### src/sv/ptt_pkg.sv
// Shared constants, codes and transfer types for the periodic task timer table.
package ptt_pkg;

  // Table geometry.
  localparam int SLOTS       = 16;
  localparam int MAX_RESULTS = 16;
  localparam int IDX_W       = (SLOTS > 1) ? $clog2(SLOTS) : 1;
  localparam int CNT_W       = $clog2(SLOTS + 1);
  localparam int NRES_W      = $clog2(MAX_RESULTS + 1);

  // Queue geometry; the depth must be a power of two so the pointers wrap naturally.
  localparam int Q_DEPTH = 2;
  localparam int Q_PTR_W = (Q_DEPTH > 1) ? $clog2(Q_DEPTH) : 1;
  localparam int Q_CNT_W = $clog2(Q_DEPTH + 1);

  // Field widths.
  localparam int OP_W  = 2;
  localparam int ID_W  = 8;
  localparam int PER_W = 16;
  localparam int ST_W  = 2;

  // Operation codes on the input channel.
  localparam logic [OP_W-1:0] OP_TICK  = 2'd0;
  localparam logic [OP_W-1:0] OP_START = 2'd1;
  localparam logic [OP_W-1:0] OP_STOP  = 2'd2;

  // Status codes on the result channel.
  localparam logic [ST_W-1:0] ST_OK      = 2'd0;
  localparam logic [ST_W-1:0] ST_FULL    = 2'd1;
  localparam logic [ST_W-1:0] ST_EMPTY   = 2'd2;
  localparam logic [ST_W-1:0] ST_INVALID = 2'd3;

  // Command class decided by the front end.
  typedef enum logic [2:0] {
    CMD_TICK,
    CMD_START,
    CMD_STOP,
    CMD_BAD_ID,
    CMD_NOP
  } cmd_kind_t;

  typedef struct packed {
    cmd_kind_t         kind;
    logic [ID_W-1:0]   task_id;
    logic [PER_W-1:0]  period;
    logic              one_shot;
  } cmd_t;

  typedef struct packed {
    logic [ST_W-1:0]   status;
    logic              fired;
    logic [ID_W-1:0]   fired_task;
    logic              last;
  } res_t;

endpackage

### src/sv/ptt_front.sv
// Front end: classifies incoming commands and holds them in a short queue.
module ptt_front (
  input  logic                      clk,
  input  logic                      rst_n,
  input  logic                      in_push,
  output logic                      in_full,
  input  logic [ptt_pkg::OP_W-1:0]  in_operation,
  input  logic [ptt_pkg::ID_W-1:0]  in_task_id,
  input  logic [ptt_pkg::PER_W-1:0] in_period,
  input  logic                      in_one_shot,
  output logic                      cmd_valid,
  output ptt_pkg::cmd_t             cmd,
  input  logic                      cmd_take
);

  ptt_pkg::cmd_t                   cls;
  ptt_pkg::cmd_t                   q_mem [ptt_pkg::Q_DEPTH];
  logic [ptt_pkg::Q_PTR_W-1:0]     wr_ptr_r;
  logic [ptt_pkg::Q_PTR_W-1:0]     rd_ptr_r;
  logic [ptt_pkg::Q_CNT_W-1:0]     cnt_r;
  logic                            do_push;
  logic                            do_pop;

  // Classify the operation; a start or stop that names task zero is rejected early.
  always_comb begin
    cls.task_id  = in_task_id;
    cls.period   = in_period;
    cls.one_shot = in_one_shot;
    unique case (in_operation)
      ptt_pkg::OP_TICK:  cls.kind = ptt_pkg::CMD_TICK;
      ptt_pkg::OP_START: cls.kind = (in_task_id == '0) ? ptt_pkg::CMD_BAD_ID
                                                       : ptt_pkg::CMD_START;
      ptt_pkg::OP_STOP:  cls.kind = (in_task_id == '0) ? ptt_pkg::CMD_BAD_ID
                                                       : ptt_pkg::CMD_STOP;
      default:           cls.kind = ptt_pkg::CMD_NOP;
    endcase
  end

  // Queue flags and transfers.
  assign in_full   = (cnt_r == ptt_pkg::Q_CNT_W'(ptt_pkg::Q_DEPTH));
  assign cmd_valid = (cnt_r != '0);
  assign do_push   = in_push && !in_full;
  assign do_pop    = cmd_take && cmd_valid;
  assign cmd       = q_mem[rd_ptr_r];

  // Queue storage holds payload only.
  always_ff @(posedge clk) begin
    if (do_push) begin
      q_mem[wr_ptr_r] <= cls;
    end
  end

  // Queue pointers and fill count.
  always_ff @(posedge clk) begin
    if (!rst_n) begin
      wr_ptr_r <= '0;
      rd_ptr_r <= '0;
      cnt_r    <= '0;
    end else begin
      if (do_push) begin
        wr_ptr_r <= wr_ptr_r + ptt_pkg::Q_PTR_W'(1);
      end
      if (do_pop) begin
        rd_ptr_r <= rd_ptr_r + ptt_pkg::Q_PTR_W'(1);
      end
      if (do_push && !do_pop) begin
        cnt_r <= cnt_r + ptt_pkg::Q_CNT_W'(1);
      end else if (do_pop && !do_push) begin
        cnt_r <= cnt_r - ptt_pkg::Q_CNT_W'(1);
      end
    end
  end

endmodule

### src/sv/ptt_res_q.sv
// Result queue between the timer engine and the output channel.
module ptt_res_q (
  input  logic          clk,
  input  logic          rst_n,
  input  logic          res_push,
  input  ptt_pkg::res_t res,
  output logic          res_full,
  output logic          out_empty,
  input  logic          out_pop,
  output ptt_pkg::res_t out_res
);

  ptt_pkg::res_t               q_mem [ptt_pkg::Q_DEPTH];
  logic [ptt_pkg::Q_PTR_W-1:0] wr_ptr_r;
  logic [ptt_pkg::Q_PTR_W-1:0] rd_ptr_r;
  logic [ptt_pkg::Q_CNT_W-1:0] cnt_r;
  logic                        do_push;
  logic                        do_pop;

  // Flags and transfers on both sides.
  assign res_full  = (cnt_r == ptt_pkg::Q_CNT_W'(ptt_pkg::Q_DEPTH));
  assign out_empty = (cnt_r == '0);
  assign do_push   = res_push && !res_full;
  assign do_pop    = out_pop && !out_empty;
  assign out_res   = q_mem[rd_ptr_r];

  // Storage holds payload only.
  always_ff @(posedge clk) begin
    if (do_push) begin
      q_mem[wr_ptr_r] <= res;
    end
  end

  // Pointers and fill count.
  always_ff @(posedge clk) begin
    if (!rst_n) begin
      wr_ptr_r <= '0;
      rd_ptr_r <= '0;
      cnt_r    <= '0;
    end else begin
      if (do_push) begin
        wr_ptr_r <= wr_ptr_r + ptt_pkg::Q_PTR_W'(1);
      end
      if (do_pop) begin
        rd_ptr_r <= rd_ptr_r + ptt_pkg::Q_PTR_W'(1);
      end
      if (do_push && !do_pop) begin
        cnt_r <= cnt_r + ptt_pkg::Q_CNT_W'(1);
      end else if (do_pop && !do_push) begin
        cnt_r <= cnt_r - ptt_pkg::Q_CNT_W'(1);
      end
    end
  end

endmodule

### src/sv/ptt_back.sv
// Timer engine: owns the slot table and walks it for tick and stop commands.
module ptt_back (
  input  logic          clk,
  input  logic          rst_n,
  input  logic          cmd_valid,
  input  ptt_pkg::cmd_t cmd,
  output logic          cmd_take,
  output logic          res_push,
  output ptt_pkg::res_t res,
  input  logic          res_full
);

  typedef struct packed {
    logic [ptt_pkg::ID_W-1:0]  task_id;
    logic [ptt_pkg::PER_W-1:0] period;
    logic [ptt_pkg::PER_W-1:0] ticks;
    logic                      one_shot;
  } entry_t;

  typedef enum logic [1:0] {
    S_IDLE,
    S_RD,
    S_EX,
    S_FIN
  } state_t;

  state_t                      state_r, state_nxt;
  logic [ptt_pkg::CNT_W-1:0]   count_r, count_nxt;
  logic [ptt_pkg::IDX_W-1:0]   idx_r, idx_nxt;
  logic                        tick_mode_r, tick_mode_nxt;
  logic [ptt_pkg::ID_W-1:0]    id_r, id_nxt;
  logic [ptt_pkg::NRES_W-1:0]  nres_r, nres_nxt;
  logic                        pend_r, pend_nxt;
  logic [ptt_pkg::ID_W-1:0]    pend_task_r, pend_task_nxt;

  entry_t                      slot_mem [ptt_pkg::SLOTS];
  entry_t                      rd_a_r;
  entry_t                      rd_b_r;
  logic [ptt_pkg::IDX_W-1:0]   last_idx;
  logic                        mem_we;
  logic [ptt_pkg::IDX_W-1:0]   mem_waddr;
  entry_t                      mem_wdata;

  logic [ptt_pkg::PER_W-1:0]   tinc;
  logic                        hit;
  logic                        remove;
  logic                        report;
  logic                        stall;
  logic [ptt_pkg::CNT_W-1:0]   count_dec;
  logic [ptt_pkg::CNT_W-1:0]   idx_inc;

  // Slot table: one write port, two registered read ports (current slot and last slot).
  assign last_idx = ptt_pkg::IDX_W'(count_r - ptt_pkg::CNT_W'(1));

  always_ff @(posedge clk) begin
    if (mem_we) begin
      slot_mem[mem_waddr] <= mem_wdata;
    end
    rd_a_r <= slot_mem[idx_r];
    rd_b_r <= slot_mem[last_idx];
  end

  // Per-slot tick evaluation on the registered read data.
  assign tinc      = rd_a_r.ticks + ptt_pkg::PER_W'(1);
  assign hit       = (tinc == rd_a_r.period);
  assign remove    = hit && rd_a_r.one_shot;
  assign report    = hit && (nres_r < ptt_pkg::NRES_W'(ptt_pkg::MAX_RESULTS));
  assign stall     = report && pend_r && res_full;
  assign count_dec = count_r - ptt_pkg::CNT_W'(1);
  assign idx_inc   = ptt_pkg::CNT_W'(idx_r) + ptt_pkg::CNT_W'(1);

  // Sequencer next-state logic.
  always_comb begin
    state_nxt     = state_r;
    count_nxt     = count_r;
    idx_nxt       = idx_r;
    tick_mode_nxt = tick_mode_r;
    id_nxt        = id_r;
    nres_nxt      = nres_r;
    pend_nxt      = pend_r;
    pend_task_nxt = pend_task_r;
    cmd_take      = 1'b0;
    res_push      = 1'b0;
    res           = '0;
    res.status    = ptt_pkg::ST_OK;
    mem_we        = 1'b0;
    mem_waddr     = idx_r;
    mem_wdata     = rd_a_r;

    unique case (state_r)
      S_IDLE: begin
        // Only take a command when a result can be queued at once.
        if (cmd_valid && !res_full) begin
          cmd_take = 1'b1;
          res.last = 1'b1;
          unique case (cmd.kind)
            ptt_pkg::CMD_TICK: begin
              if (count_r == '0) begin
                res_push   = 1'b1;
                res.status = ptt_pkg::ST_EMPTY;
              end else begin
                idx_nxt       = '0;
                nres_nxt      = '0;
                pend_nxt      = 1'b0;
                tick_mode_nxt = 1'b1;
                state_nxt     = S_RD;
              end
            end
            ptt_pkg::CMD_START: begin
              res_push = 1'b1;
              if (count_r >= ptt_pkg::CNT_W'(ptt_pkg::SLOTS)) begin
                res.status = ptt_pkg::ST_FULL;
              end else begin
                mem_we             = 1'b1;
                mem_waddr          = ptt_pkg::IDX_W'(count_r);
                mem_wdata.task_id  = cmd.task_id;
                mem_wdata.period   = cmd.period;
                mem_wdata.ticks    = '0;
                mem_wdata.one_shot = cmd.one_shot;
                count_nxt          = count_r + ptt_pkg::CNT_W'(1);
              end
            end
            ptt_pkg::CMD_STOP: begin
              if (count_r == '0) begin
                res_push   = 1'b1;
                res.status = ptt_pkg::ST_EMPTY;
              end else begin
                idx_nxt       = last_idx;
                id_nxt        = cmd.task_id;
                pend_nxt      = 1'b0;
                tick_mode_nxt = 1'b0;
                state_nxt     = S_RD;
              end
            end
            ptt_pkg::CMD_BAD_ID: begin
              res_push   = 1'b1;
              res.status = ptt_pkg::ST_INVALID;
            end
            default: begin
              res_push = 1'b1;
            end
          endcase
        end
      end

      S_RD: begin
        state_nxt = S_EX;
      end

      S_EX: begin
        if (tick_mode_r) begin
          // Ascending walk; a fired one-shot takes the last entry, which is skipped.
          if (!stall) begin
            mem_we = 1'b1;
            if (remove) begin
              mem_wdata = rd_b_r;
              count_nxt = count_dec;
            end else begin
              mem_wdata.ticks = hit ? '0 : tinc;
            end
            if (report) begin
              // The held firing is now known not to be the final one.
              if (pend_r) begin
                res_push       = 1'b1;
                res.fired      = 1'b1;
                res.fired_task = pend_task_r;
              end
              pend_nxt      = 1'b1;
              pend_task_nxt = rd_a_r.task_id;
              nres_nxt      = nres_r + ptt_pkg::NRES_W'(1);
            end
            idx_nxt = ptt_pkg::IDX_W'(idx_inc);
            if (idx_inc < (remove ? count_dec : count_r)) begin
              state_nxt = S_RD;
            end else begin
              state_nxt = S_FIN;
            end
          end
        end else begin
          // Descending walk; each match is overwritten by the last entry.
          if (rd_a_r.task_id == id_r) begin
            mem_we    = 1'b1;
            mem_wdata = rd_b_r;
            count_nxt = count_dec;
          end
          if (idx_r == '0) begin
            state_nxt = S_FIN;
          end else begin
            idx_nxt   = idx_r - ptt_pkg::IDX_W'(1);
            state_nxt = S_RD;
          end
        end
      end

      S_FIN: begin
        // Closing result: the held firing, or a plain status.
        if (!res_full) begin
          res_push  = 1'b1;
          res.last  = 1'b1;
          if (pend_r) begin
            res.fired      = 1'b1;
            res.fired_task = pend_task_r;
          end
          state_nxt = S_IDLE;
        end
      end

      default: begin
        state_nxt = S_IDLE;
      end
    endcase
  end

  // Sequencer state and working registers.
  always_ff @(posedge clk) begin
    if (!rst_n) begin
      state_r     <= S_IDLE;
      count_r     <= '0;
      idx_r       <= '0;
      tick_mode_r <= 1'b0;
      nres_r      <= '0;
      pend_r      <= 1'b0;
      id_r        <= '0;
      pend_task_r <= '0;
    end else begin
      state_r     <= state_nxt;
      count_r     <= count_nxt;
      idx_r       <= idx_nxt;
      tick_mode_r <= tick_mode_nxt;
      nres_r      <= nres_nxt;
      pend_r      <= pend_nxt;
      id_r        <= id_nxt;
      pend_task_r <= pend_task_nxt;
    end
  end

  // The occupancy never exceeds the table size.
  a_count_bound: assert property (@(posedge clk) disable iff (!rst_n)
    count_r <= ptt_pkg::CNT_W'(ptt_pkg::SLOTS))
    else $error("slot count exceeds table size");

  // The occupancy moves by at most one entry per cycle.
  a_count_step: assert property (@(posedge clk) disable iff (!rst_n)
    $past(rst_n) |-> (count_r == $past(count_r) ||
                      count_r == $past(count_r) + ptt_pkg::CNT_W'(1) ||
                      count_r == $past(count_r) - ptt_pkg::CNT_W'(1)))
    else $error("slot count jumped");

  // No more firings are counted than may be reported.
  a_nres_bound: assert property (@(posedge clk) disable iff (!rst_n)
    nres_r <= ptt_pkg::NRES_W'(ptt_pkg::MAX_RESULTS))
    else $error("firing count exceeds report limit");

  // A stalled tick step holds its place and leaves the table alone.
  a_stall_hold: assert property (@(posedge clk) disable iff (!rst_n)
    (state_r == S_EX && tick_mode_r && stall) |-> (!mem_we ##1 state_r == S_EX))
    else $error("tick step advanced while result queue was full");

endmodule

### src/sv/periodic_task_timer_table_core.sv
// Top level of the periodic task timer table: front end, timer engine, result queue.
//
// Usage:
//   Input channel (in_push/in_full): one command per transfer. Operation 0 ticks
//   every timer, 1 starts a timer (task id, period, one-shot flag), 2 stops every
//   timer with the given task id; any other code gives a plain ok result.
//   Result channel (out_empty/out_pop): each command yields one or more results;
//   out_last marks the final result of a command. A tick yields one result per
//   firing in slot order, or a single result when nothing fires.
//   Engine: start, invalid and unknown commands, and a tick or stop on an empty
//   table, are settled in the idle state, which queues their result at once.
//   Tick and stop walk the occupied slots through the single-write,
//   registered-read slot table, each slot in a read state and then an execute
//   state, and close in a finish state; a tick step waits while a firing must
//   be queued and the result queue is full. The table holds 16 slots.
//   Reset: the table is empty and both queues are cleared; slot contents are not.
//   Stalls: when out_pop stays low the two-entry result queue fills, the engine
//   waits on its next result, and then the two-entry command queue fills and
//   in_full rises.
module periodic_task_timer_table_core (
  input  logic                      clk,
  input  logic                      rst_n,
  input  logic                      in_push,
  output logic                      in_full,
  input  logic [ptt_pkg::OP_W-1:0]  in_operation,
  input  logic [ptt_pkg::ID_W-1:0]  in_task_id,
  input  logic [ptt_pkg::PER_W-1:0] in_period,
  input  logic                      in_one_shot,
  output logic                      out_empty,
  input  logic                      out_pop,
  output logic [ptt_pkg::ST_W-1:0]  out_status,
  output logic                      out_fired,
  output logic [ptt_pkg::ID_W-1:0]  out_fired_task,
  output logic                      out_last
);

  logic          cmd_valid;
  ptt_pkg::cmd_t cmd;
  logic          cmd_take;
  logic          res_push;
  ptt_pkg::res_t res;
  logic          res_full;
  ptt_pkg::res_t out_res;

  // Command classification and queue.
  ptt_front u_front (
    .clk          (clk),
    .rst_n        (rst_n),
    .in_push      (in_push),
    .in_full      (in_full),
    .in_operation (in_operation),
    .in_task_id   (in_task_id),
    .in_period    (in_period),
    .in_one_shot  (in_one_shot),
    .cmd_valid    (cmd_valid),
    .cmd          (cmd),
    .cmd_take     (cmd_take)
  );

  // Timer table engine.
  ptt_back u_back (
    .clk       (clk),
    .rst_n     (rst_n),
    .cmd_valid (cmd_valid),
    .cmd       (cmd),
    .cmd_take  (cmd_take),
    .res_push  (res_push),
    .res       (res),
    .res_full  (res_full)
  );

  // Result queue toward the output channel.
  ptt_res_q u_res_q (
    .clk       (clk),
    .rst_n     (rst_n),
    .res_push  (res_push),
    .res       (res),
    .res_full  (res_full),
    .out_empty (out_empty),
    .out_pop   (out_pop),
    .out_res   (out_res)
  );

  // Split the result record onto its ports.
  assign out_status     = out_res.status;
  assign out_fired      = out_res.fired;
  assign out_fired_task = out_res.fired_task;
  assign out_last       = out_res.last;

endmodule
### config.mk
export PLATFORM = sky130hd
export DESIGN_NAME = periodic_task_timer_table_core
export DESIGN_NICKNAME = d
export VERILOG_FILES = /design/src/sv/ptt_pkg.sv /design/src/sv/ptt_front.sv /design/src/sv/ptt_res_q.sv /design/src/sv/ptt_back.sv /design/src/sv/periodic_task_timer_table_core.sv
export SDC_FILE = /design/constraint.sdc
export NUM_CORES = 1
export LEC_CHECK = 0
export ABC_CLOCK_PERIOD_IN_PS = 7450
export BUFFER_PORTS_ARGS = -buffer_cell sky130_fd_sc_hd__buf_2
export CAP_MARGIN = 40
export CORE_AREA = 5 5 274 276
export DETAILED_ROUTE_END_ITERATION = 8
export DIE_AREA = 0 0 279 281
export GPL_TIMING_DRIVEN = 0
export PLACE_DENSITY = 0.77
export REMOVE_ABC_BUFFERS = 1
export SLEW_MARGIN = 20
export SYNTH_ARGS = -nofsm -noshare
export SYNTH_HDL_FRONTEND = slang
export SYNTH_SLANG_ARGS = --single-unit
### constraint.sdc
create_clock -name clk -period 7.45 [get_ports clk]
set_input_delay 1.1175 -clock clk [delete_from_list [all_inputs] [get_ports clk]]
set_output_delay 1.1175 -clock clk [all_outputs]
set_load 0.02 [all_outputs]
Yosys cells after proc, flatten, opt, wreduce, memory -nomap -nowiden --
Memory sizes are Yosys's and may differ from the RTL's. A register that Yosys moved wholly into a read port is not among the register bits. Index checks and enable logic that the tools add are counted.
Storage, ports and cells: memories kept 3, bits in writable memories 736, output and inout bits 14, input port bits 31, register bits 42
Operators by class: $add $sub $neg 14, mux-type cells 103, bitwise logic cells 2, equal/unequal tests 30, magnitude comparators 3, reduce and logical (&&, ||, !) cells 41
Memories:
- u_back.slot_mem | words 16, width 41, rd ports 2, clocked after Yosys merged registers in 2, write ports 1, RTL line ptt_back.sv:36 | entry_t slot_mem [ptt_pkg::SLOTS];
- u_front.q_mem | words 2, width 28, rd ports 1, clocked after Yosys merged registers in 1, write ports 1, RTL line ptt_front.sv:17 | ptt_pkg::cmd_t q_mem [ptt_pkg::Q_DEPTH];
- u_res_q.q_mem | words 2, width 12, rd ports 1, clocked after Yosys merged registers in 1, write ports 1, RTL line ptt_res_q.sv:13 | ptt_pkg::res_t q_mem [ptt_pkg::Q_DEPTH];
Operators with widths (number):
- 41-bit 2-to-1 mux | 6
- 41-bit one-hot mux with 2 select lines | 1
- 5-bit 2-to-1 mux | 13
- 4-bit 2-to-1 mux | 10
- 1-bit 2-to-1 mux | 36
- 9-bit 2-to-1 mux | 4
- 16-bit 2-to-1 mux | 2
- 2-bit 2-to-1 mux | 16
- 24-bit 2-to-1 mux | 1
- 7-bit AND reduction | 3
- 5-bit one-hot mux with 2 select lines | 2
- 2-bit != test (second input constant) | 9
- 9-bit one-hot mux with 2 select lines | 1
- 16-bit by 1-bit adder with 16-bit output (second input constant) | 1
- 16-bit equality test | 1
- 4-bit one-hot mux with 2 select lines | 2
- 1-bit logical AND | 13
- 3-bit != test (second input constant) | 4
- 5-bit by 1-bit adder with 5-bit output (second input constant) | 2
- 2-bit equality test (second input constant) | 5
- 10-bit 2-to-1 mux | 1
- 5-bit AND reduction | 2
- 2-bit nonzero test | 5
- 3-bit one-hot mux with 3 select lines | 1
- other kinds (30) | 52

Logic depth before layout (Yosys ltp) --
depth in word-level cells 13, mapped depth 18

Hierarchy --
A second synthesis with hierarchy kept.
Unflattened totals: cell total of the unflattened synthesis 2201, area total of the unflattened synthesis 39678.1 um2
Modules (own cells, without submodules):
- ptt_back | instances 1, cells each 2019, area an instance 36284.8 um2, sequential area each 22021.1 um2
- ptt_front | instances 1, cells each 120, area an instance 2298.5 um2, sequential area each 1781.7 um2
- ptt_res_q | instances 1, cells each 62, area an instance 1094.8 um2, sequential area each 820.8 um2

Worst setup path before layout --
No wires, ideal clock.
path kind reg2reg, start point reg u_back.rd_a_r[4] (netlist name), end point mem u_back.slot_mem[10][0] (netlist name), enable pin, setup slack 1.839 ns, cell stages (with the launch flop) 10, path buffers 1, data arrival time 5.120 ns, library setup time 0.490 ns, data required time 6.960 ns, cells stage by stage dfxtp_1 > buf_2 > nand4_4 > o41a_1 > a211oi_1 > a211oi_2 > o2111a_1 > a21oi_1 > o21bai_1 > nor3_1
On the way: word-level cells in the longest chain between the ends 10
RTL lines:
- 16-bit by 1-bit adder with 16-bit output | RTL line ptt_back.sv:64 | assign tinc = rd_a_r.ticks + ptt_pkg::PER_W'(1);
- 16-bit equality test | RTL line ptt_back.sv:65 | assign hit = (tinc == rd_a_r.period);
- 1-bit logical AND | RTL line ptt_back.sv:67 | assign report = hit && (nres_r < ptt_pkg::NRES_W'(ptt_pkg::MAX_RESULTS));
- 1-bit logical AND (2 in series) | RTL line ptt_back.sv:68 | assign stall = report && pend_r && res_full;
- 1-bit 2-to-1 mux | RTL line ptt_back.sv:153 | if (!stall) begin
- 1-bit 2-to-1 mux | RTL line ptt_back.sv:151 | if (tick_mode_r) begin
- 1-bit one-hot mux with 2 select lines | RTL line ptt_back.sv:90 | unique case (state_r)
- 1-bit 2-to-1 mux | RTL line ptt_back.sv:56 | if (mem_we) begin
- 1-bit 2-to-1 mux (implied by the code) | RTL line ptt_back.sv:57 | slot_mem[mem_waddr] <= mem_wdata;
- to (decl) | RTL line ptt_back.sv:36
Every way passes these cells.

==> results.md <==
* Number of setup buffers added after CTS at 0
* Worst path most repeated cell: buf_6
* Half-perimeter wire length after placement at 70420 um
* Kind of critical path: flip-flop to flip-flop
* Reg2Reg Depth at 12
* Worst-margin pin slew at 0.9072 ns
* Setup WS post-layout at 2.186 ns
* Main synth FF type: edfxtp_1
* Pin count of the biggest net entering global routing at 52
* Iter 0 DRT Violations at 4131
* Wire length after detailed routing at 107800 um
* Die Width at 279 um
* Initial Util at 54.56%
* Fillers at 4675
* Overflow after GRT at 0
* Antenna Violating Nets Remaining at 0
* Wire per inst at 30.96 um
* Max Fclk at 190.0 MHz
* Relative slew slack at 39.28%
* Outcome: completed
* Drt pass-1 iters at 7
* EDFF count, synth at 736
* Worst reg2reg setup slack at 2.19 ns
* Synth Instances at 2271
* Worst skew pair latency at 0.64 ns
* Placed cell count at 3318
* Worst setup EP type: flip-flop
* Hold violation count in the final report at 0
* Synthesized area at 0.03947 mm^2
* Initial antenna violation count at 0
* CTS tree: done
* FF-to-FF End: u_back.slot_mem[2][7]$_DFFE_PP_
* Worst EP arrival at 5.60 ns
* Asr flop ratio synth at 0%
* Placer Congestion at 0.8750
* Vias at 25024
* Inserted Clock Buffers at 85
* # port buffers at 44
* Worst Skew at 0.02226 ns
* Core box area at 0.07234 mm^2
* First-pass GRT wire length at 161000 um
* Max Cap Viol at 0
* Area delta synth->final at 16.34%
* Startpoint types: flip-flop
* Worst EP required at 7.79 ns
* Max Root-Sink Buffers at 3
* Num rows at 99
* Clock Sinks at 862
* DRC at 0
* Slowest cell on crit path: dfxtp_4
* Min Tclk post-route at 5.264 ns
* CP Cell Sequence: mux2i_1, nor2b_1, nand4_1, nor2_1, a21oi_1, o21bai_1, clkbuf_4, nor3_2, buf_6, buf_6, buf_4, buf_6
* Pleak at 14.95 nW
* Worst Setup EP: u_back.slot_mem[2][7]$_DFFE_PP_
* Commonest non-fill, non-tap cells in the layout: edfxtp_1 (736), mux4_2 (369), dfxtp_1 (121), buf_4 (119), a21oi_1 (95)
* Vias in the first global route at 25507
* Clk pin slew, worst setup/hold paths at 0.06 ns
* Total chip power at 16.16 mW
* Via density at 7.187
* N_diodes at 0
* Hold Crit Class: flip-flop to flip-flop
* Peak VDD IR at 0.2082 mV
* Warnings from Yosys at 0
* Layout Nets at 2500
* Power per cell area at 351.9 mW/mm^2
* Die Ht at 281 um
* Die area at 0.07840 mm^2
* Pre-CTS setup slack at 2.472 ns
* CTS Hold Bufs at 0
* RSZ-0062 raised after global routing: false
* H-tree depth at 3
* Yosys cell types at 71
* CP Max Fanout at 32
* Final setup vio count at 0
* Ratio of cells with drive above 1 in the final layout at 34.13%
* Synthesized flop and latch total at 862
* Post-Syn Area per Cell at 17.38 um^2
* Gr usage total at 27.25%
* I/O pin cnt at 45
* Part of the Yosys area used for sequential elements at 62.39%
* CTS resizes at 0
* Most common cell after layout, fill and taps aside: edfxtp_1
* Fin crit share at 70.66%
* Final Instance Count excl. Fillers at 3482
* Root Buffer Master: clkbuf_16
* Slew Viols, Final at 0
* Largest stage delay, worst path at 0.82 ns
==> logic make-up after synthesis <==
| kind of cell | after synthesis | share of synthesized area (%) |
|---|---|---|
| buffers and inverters | 188 | 1.839 |
| AO/OA/AOI/OAI | 335 | 5.621 |
| XOR/XNOR | 50 | 1.110 |
| multiplexers | 486 | 24.14 |
| flip-flops | 862 | 62.39 |
| AND/OR/NAND/NOR | 332 | 4.337 |
| adder cells (fa/ha/maj) | 18 | 0.5706 |
==> worst min-delay path by stage <==
stage / startpoint / cells past startpoint / end / slack [ns]
after floorplan: u_back.pend_task_r[0]$_SDFFE_PN0P_ / 2 / u_back.pend_task_r[0]$_SDFFE_PN0P_ / 0.46
after global placement: u_back.pend_task_r[6]$_SDFFE_PN0P_ / 2 / u_back.pend_task_r[6]$_SDFFE_PN0P_ / 0.47
after detailed placement: u_back.pend_task_r[6]$_SDFFE_PN0P_ / 2 / u_back.pend_task_r[6]$_SDFFE_PN0P_ / 0.48
after CTS: u_back.pend_task_r[6]$_SDFFE_PN0P_ / 2 / u_back.pend_task_r[6]$_SDFFE_PN0P_ / 0.49
after global routing: u_back.pend_task_r[6]$_SDFFE_PN0P_ / 2 / u_back.pend_task_r[6]$_SDFFE_PN0P_ / 0.53
final: u_back.pend_task_r[6]$_SDFFE_PN0P_ / 2 / u_back.pend_task_r[6]$_SDFFE_PN0P_ / 0.49
==> area by class of cell <==
cell class                      instances  area, um^2  share of cell area, %
Clock inverter                         49       621.8                  1.354
Sequential cell                       862       24640                  53.66
Multi-Input combinational cell       1221       14340                  31.23
Timing Repair Buffer                  261        2660                  5.793
Inverter                               20       80.08                 0.1744
Clock buffer                          110        2376                  5.174
Tap cell                              959        1200                  2.613
==> power breakdown <==
part | internal, mW | leakage, nW | switching [mW]
clock | 2.72 | 1.48 | 1.84
combinational | 2.05 | 5.74 | 2.70
sequential | 6.44 | 7.74 | 0.422
==> through the flow <==
step           cell area [um^2]  hold slack (ns)  util [%]  setup TNS, ns
4_1_cts                   45870           0.4930     63.41              0
3_3_place_gp              40240           0.4721     55.62       -8270.83
2_1_floorplan             38820           0.4561         -       -2408.75
3_5_place_dp              42870           0.4788     59.26              0
5_1_grt                   45920           0.5302     63.48              0
6_report                  45920           0.4917     63.48              0
==> synthesized netlist by cell type (all sizes together), types with 5 or more instances <==
master | count | share of area, %
and2 | 13 | 0.21
nor4 | 7 | 0.16
and3 | 10 | 0.16
a21oi | 95 | 1.2
inv | 19 | 0.18
or3 | 9 | 0.14
nand2 | 85 | 0.81
nand4 | 14 | 0.26
dfxtp | 126 | 6.4
nor2b | 48 | 0.76
a22oi | 6 | 0.11
clkbuf | 119 | 1.1
o211ai | 5 | 0.095
mux2i | 81 | 2.1
xnor2 | 31 | 0.69
nand3 | 22 | 0.29
o31ai | 5 | 0.13
nand2b | 7 | 0.11
buf | 49 | 0.52
nor3 | 34 | 0.44
mux4 | 369 | 21
a2bb2oi | 24 | 0.53
o21ai | 74 | 0.94
xor2 | 19 | 0.42
ha | 18 | 0.57
nor2 | 63 | 0.60
nor3b | 5 | 0.095
a211oi | 56 | 1.1
a221oi | 27 | 0.60
edfxtp | 736 | 56
mux2 | 36 | 1.0
a31oi | 9 | 0.14
==> state kept, by name, indices dropped and copies added, names as in the netlist, named ones only <==
signal	count
u_res_q.q_mem	24
u_back.nres_r	5
u_back.state_r	2
u_front.rd_ptr_r	1
u_front.q_mem	56
u_back.slot_mem	656
u_back.rd_a_r	41
u_back.idx_r	4
u_back.rd_b_r	41
u_back.tick_mode_r	1
u_front.wr_ptr_r	1
u_back.pend_task_r	8
u_back.id_r	8
u_res_q.wr_ptr_r	1
u_front.cnt_r	2
u_back.count_r	5
u_res_q.rd_ptr_r	1
u_back.pend_r	1
u_res_q.cnt_r	2
==> per-layer routing <==
layer / part of all wire [%] / global-route usage [%] / vias to the layer above
li1: - / - / 9812
met1: 36 / 36.11 / 12778
met2: 48 / 43.98 / 2059
met3: 12 / 7.568 / 375
met4: 4.2 / 9.940 / 0
met5: 0 / 0 / -
==> critical path: cells and delay by family (launching register included) <==
| family | cells | cell delay [ns] |
|---|---|---|
| compound gates | 2 | 0.31 |
| buf+inv | 5 | 1.02 |
| flops | 1 | 0.82 |
| mux | 1 | 0.70 |
| simple gates | 4 | 2.08 |
No activity file was read; power rests on OpenSTA's default activity.
